--- src/sv/prtok_pkg.sv ---
// Shared types and codes for the protobuf record tokenizer.
`default_nettype none

package prtok_pkg;

    localparam int LEN_BITS_DEFAULT = 32;

    localparam int VARINT_BITS = 64;
    localparam int FIELD_BITS = 29;
    localparam logic [3:0] MAX_GROUPS = 4'd10;

    localparam int FIXED64_BYTES = 8;
    localparam int FIXED32_BYTES = 4;

    localparam logic [2:0] PH_KEY     = 3'd0;
    localparam logic [2:0] PH_VARBODY = 3'd1;
    localparam logic [2:0] PH_LEN     = 3'd2;
    localparam logic [2:0] PH_SKIP    = 3'd3;
    localparam logic [2:0] PH_ERROR   = 3'd4;

    localparam logic [2:0] WT_VARINT  = 3'd0;
    localparam logic [2:0] WT_FIXED64 = 3'd1;
    localparam logic [2:0] WT_LEN     = 3'd2;
    localparam logic [2:0] WT_FIXED32 = 3'd5;

    localparam logic [1:0] STAT_COMPLETE  = 2'd0;
    localparam logic [1:0] STAT_UNKNOWN   = 2'd1;
    localparam logic [1:0] STAT_TRUNCATED = 2'd2;

    typedef struct packed {
        logic [7:0] byte_value;
        logic       last_byte;
    } src_item_t;

    typedef struct packed {
        logic [FIELD_BITS-1:0] field_number;
        logic [2:0]            wire_type;
        logic [31:0]           payload_length;
        logic [1:0]            status;
    } rec_item_t;

    typedef struct packed {
        logic [2:0]             phase;
        logic [VARINT_BITS-1:0] acc;
        logic [3:0]             groups;
        logic [FIELD_BITS-1:0]  field;
        logic [2:0]             wtype;
    } tok_ctl_t;

endpackage

`default_nettype wire

--- src/sv/protobuf_record_tokenizer_core.sv ---
// Top level: protobuf wire-format record tokenizer with registered request channels.
`default_nettype none

// Takes one buffer byte per request on src and returns one record request on rec
// whenever a record ends or fails. Throughput is one byte per clock while rec is not
// stalled; the input register takes the byte, and the tokenizer state update then
// writes the byte's record into the result register. The state update loop sets the
// rate. Status 0 is a complete record, 1 an unknown wire type, 2 a body or length
// cut off by the buffer end or a length wider than LEN_BITS.

module protobuf_record_tokenizer_core
    import prtok_pkg::*;
#(
    parameter int LEN_BITS = LEN_BITS_DEFAULT
)
(
    input  var logic      clk,
    input  var logic      rst_n,
    input  var logic      src_valid,
    output logic          src_ready,
    input  var src_item_t src_data,
    output logic          rec_valid,
    input  var logic      rec_ready,
    output rec_item_t     rec_data
);

    logic                src_valid_reg;
    src_item_t           src_data_reg;
    tok_ctl_t            ctl_reg;
    tok_ctl_t            ctl_next;
    logic [LEN_BITS-1:0] held_length_reg;
    logic [LEN_BITS-1:0] held_length_next;
    logic [LEN_BITS-1:0] skip_count_reg;
    logic [LEN_BITS-1:0] skip_count_next;
    logic                rec_valid_reg;
    rec_item_t           rec_data_reg;
    rec_item_t           rec_data_next;
    logic                emit;
    logic                proc_fire;

    assign proc_fire = src_valid_reg && (!rec_valid_reg || rec_ready);
    assign src_ready = !src_valid_reg || proc_fire;
    assign rec_valid = rec_valid_reg;
    assign rec_data  = rec_data_reg;

    prtok_step #(
        .LEN_BITS (LEN_BITS)
    ) u_step (
        .item             (src_data_reg),
        .ctl              (ctl_reg),
        .held_length      (held_length_reg),
        .skip_count       (skip_count_reg),
        .ctl_next         (ctl_next),
        .held_length_next (held_length_next),
        .skip_count_next  (skip_count_next),
        .emit             (emit),
        .rec              (rec_data_next)
    );

    always_ff @(posedge clk or negedge rst_n)
    begin
        if (!rst_n)
        begin
            src_valid_reg   <= 1'b0;
            ctl_reg         <= '0;
            held_length_reg <= '0;
            skip_count_reg  <= '0;
            rec_valid_reg   <= 1'b0;
        end
        else
        begin
            if (src_ready)
                src_valid_reg <= src_valid;
            if (proc_fire)
            begin
                ctl_reg         <= ctl_next;
                held_length_reg <= held_length_next;
                skip_count_reg  <= skip_count_next;
            end
            rec_valid_reg <= (proc_fire && emit) || (rec_valid_reg && !rec_ready);
        end
    end

    always_ff @(posedge clk)
    begin
        if (src_valid && src_ready)
            src_data_reg <= src_data;
        if (proc_fire && emit)
            rec_data_reg <= rec_data_next;
    end

endmodule

`default_nettype wire

--- src/sv/prtok_step.sv ---
// Per-byte next-state and record-emit logic of the tokenizer.
`default_nettype none

module prtok_step
    import prtok_pkg::*;
#(
    parameter int LEN_BITS = LEN_BITS_DEFAULT
)
(
    input  var src_item_t           item,
    input  var tok_ctl_t            ctl,
    input  var logic [LEN_BITS-1:0] held_length,
    input  var logic [LEN_BITS-1:0] skip_count,
    output tok_ctl_t                ctl_next,
    output logic [LEN_BITS-1:0]     held_length_next,
    output logic [LEN_BITS-1:0]     skip_count_next,
    output logic                    emit,
    output rec_item_t               rec
);

    localparam logic [VARINT_BITS-1:0] HIGH_MASK =
        ~((64'd1 << LEN_BITS) - 64'd1);

    logic                   ends;
    logic [6:0]             shamt;
    logic [VARINT_BITS-1:0] grp_shift;
    logic [VARINT_BITS-1:0] acc_g;
    logic [3:0]             groups_g;
    logic [LEN_BITS-1:0]    skip_dec;
    logic                   fits;
    logic [2:0]             key_type;
    logic [2:0]             e_type;
    logic [FIELD_BITS-1:0]  e_field;
    logic [31:0]            e_len;
    logic [1:0]             e_stat;

    assign ends  = !item.byte_value[7] || item.last_byte;
    assign shamt = {ctl.groups, 3'b000} - {3'b000, ctl.groups};
    assign grp_shift = {57'd0, item.byte_value[6:0]} << shamt;

    always_comb
    begin
        if (ctl.groups < MAX_GROUPS)
        begin
            acc_g    = ctl.acc | grp_shift;
            groups_g = ctl.groups + 4'd1;
        end
        else
        begin
            acc_g    = ctl.acc;
            groups_g = ctl.groups;
        end
    end

    assign skip_dec = (skip_count != '0) ? skip_count - LEN_BITS'(1) : skip_count;
    assign fits     = (acc_g & HIGH_MASK) == '0;
    assign key_type = acc_g[2:0];

    always_comb
    begin
        ctl_next         = ctl;
        held_length_next = held_length;
        skip_count_next  = skip_count;
        emit             = 1'b0;
        e_type           = ctl.wtype;
        e_field          = ctl.field;
        e_len            = 32'd0;
        e_stat           = STAT_COMPLETE;

        unique case (ctl.phase)
            PH_KEY:
            begin
                ctl_next.acc    = acc_g;
                ctl_next.groups = groups_g;
                if (ends)
                begin
                    ctl_next.field   = acc_g[FIELD_BITS+2:3];
                    ctl_next.wtype   = key_type;
                    ctl_next.acc     = '0;
                    ctl_next.groups  = 4'd0;
                    held_length_next = '0;
                    e_type           = key_type;
                    e_field          = acc_g[FIELD_BITS+2:3];
                    if (key_type == WT_VARINT || key_type == WT_LEN)
                    begin
                        if (item.last_byte)
                            emit = 1'b1;
                        else
                            ctl_next.phase = (key_type == WT_VARINT) ? PH_VARBODY : PH_LEN;
                    end
                    else if (key_type == WT_FIXED64 || key_type == WT_FIXED32)
                    begin
                        if (item.last_byte)
                        begin
                            emit   = 1'b1;
                            e_stat = STAT_TRUNCATED;
                        end
                        else
                        begin
                            skip_count_next = (key_type == WT_FIXED64) ?
                                LEN_BITS'(FIXED64_BYTES) : LEN_BITS'(FIXED32_BYTES);
                            ctl_next.phase  = PH_SKIP;
                        end
                    end
                    else
                    begin
                        emit           = 1'b1;
                        e_stat         = STAT_UNKNOWN;
                        ctl_next.phase = PH_ERROR;
                    end
                end
            end
            PH_VARBODY:
            begin
                if (ends)
                begin
                    emit           = 1'b1;
                    ctl_next.phase = PH_KEY;
                end
            end
            PH_LEN:
            begin
                ctl_next.acc    = acc_g;
                ctl_next.groups = groups_g;
                if (ends)
                begin
                    held_length_next = LEN_BITS'(acc_g);
                    ctl_next.acc     = '0;
                    ctl_next.groups  = 4'd0;
                    e_len            = acc_g[31:0];
                    if (!fits)
                    begin
                        emit           = 1'b1;
                        e_stat         = STAT_TRUNCATED;
                        ctl_next.phase = PH_ERROR;
                    end
                    else if (acc_g == '0)
                    begin
                        emit           = 1'b1;
                        ctl_next.phase = PH_KEY;
                    end
                    else if (item.last_byte)
                    begin
                        emit   = 1'b1;
                        e_stat = STAT_TRUNCATED;
                    end
                    else
                    begin
                        skip_count_next = LEN_BITS'(acc_g);
                        ctl_next.phase  = PH_SKIP;
                    end
                end
            end
            PH_SKIP:
            begin
                skip_count_next = skip_dec;
                e_len           = 32'(held_length);
                if (skip_dec == '0)
                begin
                    emit           = 1'b1;
                    ctl_next.phase = PH_KEY;
                end
                else if (item.last_byte)
                begin
                    emit   = 1'b1;
                    e_stat = STAT_TRUNCATED;
                end
            end
            default:
            begin
            end
        endcase

        // end of buffer: next byte opens a new record
        if (item.last_byte)
        begin
            ctl_next.phase  = PH_KEY;
            ctl_next.acc    = '0;
            ctl_next.groups = 4'd0;
            skip_count_next = '0;
        end
    end

    always_comb
    begin
        rec.field_number   = e_field;
        rec.wire_type      = e_type;
        rec.payload_length = (e_type == WT_LEN) ? e_len : 32'd0;
        rec.status         = e_stat;
    end

endmodule

`default_nettype wire

--- config.mk ---
export PLATFORM = sky130hd
export DESIGN_NAME = protobuf_record_tokenizer_core
export DESIGN_NICKNAME = d
export VERILOG_FILES = /design/src/sv/prtok_pkg.sv /design/src/sv/protobuf_record_tokenizer_core.sv /design/src/sv/prtok_step.sv
export SDC_FILE = /design/constraint.sdc
export NUM_CORES = 1
export LEC_CHECK = 0
export ABC_AREA = 0
export BUFFER_PORTS_ARGS = -buffer_cell sky130_fd_sc_hd__buf_2
export CELL_PAD_IN_SITES_DETAIL_PLACEMENT = 0
export CELL_PAD_IN_SITES_GLOBAL_PLACEMENT = 1
export CORE_MARGIN = 1
export CORE_UTILIZATION = 43
export DETAILED_ROUTE_END_ITERATION = 12
export GPL_TIMING_DRIVEN = 0
export PLACE_DENSITY_LB_ADDON = 0.1
export REMOVE_ABC_BUFFERS = 1
export SYNTH_ARGS = -nofsm -noshare
export SYNTH_HDL_FRONTEND = slang
export SYNTH_SLANG_ARGS = --single-unit
--- constraint.sdc ---
create_clock -name clk -period 7.56 [get_ports clk]
set_input_delay 1.134 -clock clk [delete_from_list [all_inputs] [get_ports clk]]
set_output_delay 1.134 -clock clk [all_outputs]
set_load 0.05 [all_outputs]
Word level (Yosys, flattened, before mapping)

Cells that the tools add are included.

$add $sub $neg: 3
Order comparisons: 1
Equality and inequality tests: 17
Shift operators: 1
Multiplexer cells: 52
Bitwise gates (word level): 1
Reduce and logical (&&, ||, !) cells: 29

Operators by type and width:

| operator                                                              | count |
|---|---|
| 32-bit 2-to-1 mux                                                     | 11 |
| 71-bit 2-to-1 mux                                                     | 2 |
| 68-bit case mux with 2 select lines                                   | 1 |
| 64-bit logical NOT                                                    | 2 |
| 32-bit case mux with 2 select lines                                   | 2 |
| 103-bit 2-to-1 mux                                                    | 1 |
| 32-bit case mux with 3 select lines                                   | 1 |
| 64-bit 2-to-1 mux                                                     | 1 |
| 64-bit bitwise OR                                                     | 1 |
| 7-bit by 7-bit << shifter with 64-bit output                          | 1 |
| 29-bit 2-to-1 mux                                                     | 2 |
| 32-bit logical NOT                                                    | 1 |
| 32-bit nonzero test                                                   | 1 |
| 32-bit by 1-bit subtractor with 32-bit output, second input constant  | 1 |
| 3-bit 2-to-1 mux                                                      | 7 |
| 2-bit 2-to-1 mux                                                      | 10 |
| 3-bit by 2-bit != test with 1-bit output, second input constant       | 6 |
| 3-bit by 2-bit equality test with 1-bit output, second input constant | 4 |
| 3-bit case mux with 4 select lines                                    | 1 |
| 1-bit 2-to-1 mux                                                      | 9 |
| 4-bit 2-to-1 mux                                                      | 2 |
| 8-bit AND reduction                                                   | 1 |
| 7-bit by 4-bit subtractor with 7-bit output                           | 1 |
| 3-bit by 1-bit equality test with 1-bit output, second input constant | 2 |
| 19 further kinds                                                      | 33 |

Register bits after elaboration: 244
Output and inout bits: 68
Word-level logic and storage cells: 119

Logic depth before layout (Yosys ltp)

Word-level depth: 12
Mapped depth: 18
Gate-level depth less buffers: 12

By module

A second synthesis with hierarchy kept.

Cells, all modules: 1,541
Area, all modules: 15,389.8 um2

By module, submodules not included:

| module                         | times used | cells an instance | area an instance (um2) |
|---|---|---|---|
| protobuf_record_tokenizer_core | 1          | 438               | 9,133.8 |
| prtok_step                     | 1          | 1,103             | 6,256.0 |

Worst setup path after synthesis

OpenSTA, ideal clock, no wires.

Path type: register to register
Start: register ctl_reg[33] (netlist bit)
End: register rec_data_reg (netlist bit rec_data[0]) (enable)
Arrival time: 7.807 ns
Required time: 6.989 ns
Setup slack: -0.818 ns
Stages on the path, launching flop included: 16
Path buffers: 3
Cells stage by stage: dfrtp_1 > buf_4 > buf_4 > clkinv_1 > ha_1 > buf_2 > mux4_2 > a31oi_1 > a31oi_1 > a21oi_1 > nor4b_1 > and4_1 > and4_1 > nor3b_1 > o21a_1 > nor3_1

Cells in the longest elaborated chain, start to end: 11
Elaborated cells between the ends (all ways): 21

RTL lines:

| element                                                                    | line                                 | text |
|---|---|---|
| start: declaration                                                         | protobuf_record_tokenizer_core.sv:29 | `tok_ctl_t ctl_reg;` |
| start signal: assignment                                                   | protobuf_record_tokenizer_core.sv:76 | `ctl_reg <= ctl_next;` |
| 7-bit by 4-bit subtractor with 7-bit output                                | prtok_step.sv:38                     | `assign shamt = {ctl.groups, 3'b000} - {3'b000, ctl.groups};` |
| 7-bit by 7-bit << shifter with 64-bit output                               | prtok_step.sv:39                     | `assign grp_shift = {57'd0, item.byte_value[6:0]} << shamt;` |
| 64-bit bitwise OR                                                          | prtok_step.sv:45                     | `acc_g = ctl.acc \| grp_shift;` |
| 64-bit 2-to-1 mux *                                                        | prtok_step.sv:43                     | `if (ctl.groups < MAX_GROUPS)` |
| parallel branches: the longest is 5 deep, another holds 64-bit logical NOT | -                                    |  |
| 1-bit case mux with 4 select lines *                                       | prtok_step.sv:70                     | `unique case (ctl.phase)` |
| 1-bit logical AND *                                                        | protobuf_record_tokenizer_core.sv:88 | `if (proc_fire && emit)` |
| end signal: assignment                                                     | protobuf_record_tokenizer_core.sv:89 | `rec_data_reg <= rec_data_next;` |
| end: declaration                                                           | protobuf_record_tokenizer_core.sv:36 | `rec_item_t rec_data_reg;` |

Mark *: on every way between the ends.
A chain may end at the register's enable or synchronous reset.

Final worst setup path

Start: register ctl_reg[33] (netlist bit)
End: register skip_count_reg[19]

Cells in the longest elaborated chain, start to end: 9
Elaborated cells between the ends (all ways): 23

RTL lines:

| element                                                                    | line                                 | text |
|---|---|---|
| 7-bit by 4-bit subtractor with 7-bit output                                | prtok_step.sv:38                     |  |
| 7-bit by 7-bit << shifter with 64-bit output                               | prtok_step.sv:39                     |  |
| 64-bit bitwise OR                                                          | prtok_step.sv:45                     |  |
| 64-bit 2-to-1 mux *                                                        | prtok_step.sv:43                     |  |
| parallel branches: the longest is 5 deep, another holds 64-bit logical NOT | -                                    |  |
| end signal: assignment                                                     | protobuf_record_tokenizer_core.sv:78 | `skip_count_reg <= skip_count_next;` |
| end: declaration                                                           | protobuf_record_tokenizer_core.sv:33 | `logic [LEN_BITS-1:0] skip_count_reg;` |

Mark *: on every way between the ends. The select of a mux whose other input is x is not followed.

==> flow_summary.toml <==
[outcome]
status = "finished, final reports clean"

[clock_network]
cts_made_buffers = 27
postCtsResizedCells = 0
clk_pin_slew_ps = 60
cts.path.max_buffers = 3
cts.sinks = 244
postCtsSetupRepairBufs = 0
postCtsHoldBufs = 0
cts.htree.levels = 1
cts_tree = "done"
cts-root-buf = "clkbuf_16"
clock_latency_ps = 540

[yosys]
yosysSeqAreaShare_pct = 50.3
yosys.area.top_type = "dfrtp_1"
synthFlopType = "dfrtp_1"
synthDistinctLibCells = 81
synth_edf_count = 75
synthArstFlopShare_pct = 69.3
netlist_top_cells_area = "dfrtp_1, edfxtp_1, a21oi_1, nor2_1, o21ai_0"
synth-compound-area-share_pct = 21.7
synth.area.mux_share_pct = 2.02
netlist_top_cells_count = "nor2_1, dfrtp_1, nand2_1, a21oi_1, o21ai_0"
synth_top_area_share_pct = 32.8
avgSynthCellArea_sq_um = 9.05
synth-adder-area-share_pct = 0.486
synth_top_family_by_area = "compound AO/OA/AOI/OAI gates"
synthesis.area_sq_um = 12900
synth_warnings = 0
ys_seq_elements = 244
synth-simple-area-share_pct = 19.5
yosysMostFrequentCell = "nor2_1"
synth-xor-area-share_pct = 1.91
netlist_instances = 1422

[detailed_routing]
detail_route.wl_per_cell_um = 21.1
vias_per_cell = 5.91
drt_iter0_drc = 1185
antenna_left = 0
wirelength_um = 38900
dr.pass1.iters = 6
dr_total_vias = 10900
drc = 0

[timing]
rsz0062_at_grt = "false"
worst_clock_skew_ps = 16.2
worstMarginPinSlew_ps = 1310
fin_crit_ps = 7040
slew_violations = 0
hold_viol_final = 0
timing.final.crit_share_pct = 93.1
setup_viol = 0
fmax_ghz = 0.142
slew_headroom_pct = 12.4

[finish]
final_core_util_pct = 49.6
fin_area_sq_um = 14400
drive_gt1_share_pct = 11.6
stdcell_count = 1846
largest_register_ffs = 103
area_delta_synth_final_pct = 12.1
fin_nets = 1460
nFillCells = 2853
antenna-diode-count = 0

[worst_setup_path]
startpoint_type = "flip-flop"
crit_fanout = 32
critPathKind = "flip-flop to flip-flop"
crit_required_ps = 8000
cp.arrival_ps = 7480
path_common_cell = "a211oi_1"
r2r_cells = 11
path_cells = "clkinv_1, ha_1, nor3b_1, a31oi_1, nor2_1, a211oi_1, a211oi_1, and2_1, a31oi_4, or2_1, o21ai_0"
cp_slowest_stage_delay_ps = 1100
end_kind = "flip-flop"
crit_slowest_cell = "nor3b_1"

[floorplanning]
dieHeight_um = 175
die-area_sq_um = 30600
ioPinCount = 81
core.rowCount = 62
die_w_um = 175
start_util_pct = 44.3
coreArea_sq_um = 29100

[global_routing]
grt_overflow_total = 0
antenna_found_initial = 0
grt_pass1_vias = 10200
grt_max_degree = 99
grt_pass1_wl_um = 60800
track_usage_pct = 25.6

[hold_path]
hold_depth = 2
worst_hold_path_type = "flip-flop to flip-flop"

[placed_design]
dp.cells = 1796
dp_hpwl_um = 26300
place_congestion = 0.901
placed_cell_area_sq_um = 13500
numPortBuffers = 80

[flow_run]
cap_violations = 0
-- layer usage --
layer  vias up  wire length (um)  GRT usage, %
met3        69              2280          3.94
met4         0              1230          8.48
met2       353             16700          38.0
met5         -                 0             0
li1       5216                 -             -
met1      5269             18700          38.1
-- through the flow --
step                      setup TNS (ps)  setup slack [ps]  hold WS [ps]
after floorplan                  -115960             -1760           449
after CTS                              0               191           481
after global routing                   0               184           494
after detailed placement            -346             -71.6           466
final                                  0               521           480
after global placement           -344400             -5230           460
-- kinds of logic (layout without fill, tap and decap cells) --
logic type,Yosys count,in the layout
buffers and inverters,122,161
AND/OR/NAND/NOR,540,540
AO/OA/AOI/OAI,464,465
XOR/XNOR,26,26
multiplexers,21,21
adder cells (fa/ha/maj),5,5
flip-flops,244,244
-- worst paths after layout --
path                                          from                 end  slack, ps
worst max-delay path                   ctl_reg[33]  skip_count_reg[19]        520
min in group asynchronous                    rst_n         ctl_reg[20]        650
max in group asynchronous                    rst_n        ctl_reg[100]       6040
worst max register to register         ctl_reg[33]  skip_count_reg[19]        520
worst min-delay path            held_length_reg[9]  held_length_reg[9]        480
worst min register to register  held_length_reg[9]  held_length_reg[9]        480
-- critical path, delay by kind of cell (launching register included) --
family | cells | cell delay, ps
DFF | 1 | 990
buffers and inverters | 1 | 500
and+or+nand+nor | 4 | 2570
AOI/OAI and AO/OA | 5 | 2120
adders and majority gates | 1 | 750
-- placed cells by master (no fill, tap or decap), types with 12 or more instances in the layout --
cell       Yosys  final
nor2_1       194    192
dfrtp_1      169    167
nand2_1      164    163
a21oi_1      152    152
o21ai_0      139    139
buf_2         17     79
edfxtp_1      75     75
nor3_1        37     36
o31ai_1       29     29
clkbuf_16      0     27
nor4_1        21     21
a31oi_1       20     20
inv_1         18     18
o211ai_1      18     18
nand3_1       17     17
xnor2_1       14     14
and3_1        15     14
nand4_1       13     13
o21ai_1       13     12
-- area by class of cell --
class | count | area (sq um) | area share [%]
Sequential cell | 244 | 6480 | 44.9
Multi-Input combinational cell | 1057 | 5940 | 41.1
Clock buffer | 32 | 694 | 4.81
Timing Repair Buffer | 91 | 584 | 4.05
Tap cell | 384 | 480 | 3.33
Clock inverter | 17 | 171 | 1.19
Inverter | 21 | 78.8 | 0.546
Power is not shown: default switching activity piles up to over one toggle a cycle in this logic, so the estimate is an artifact.
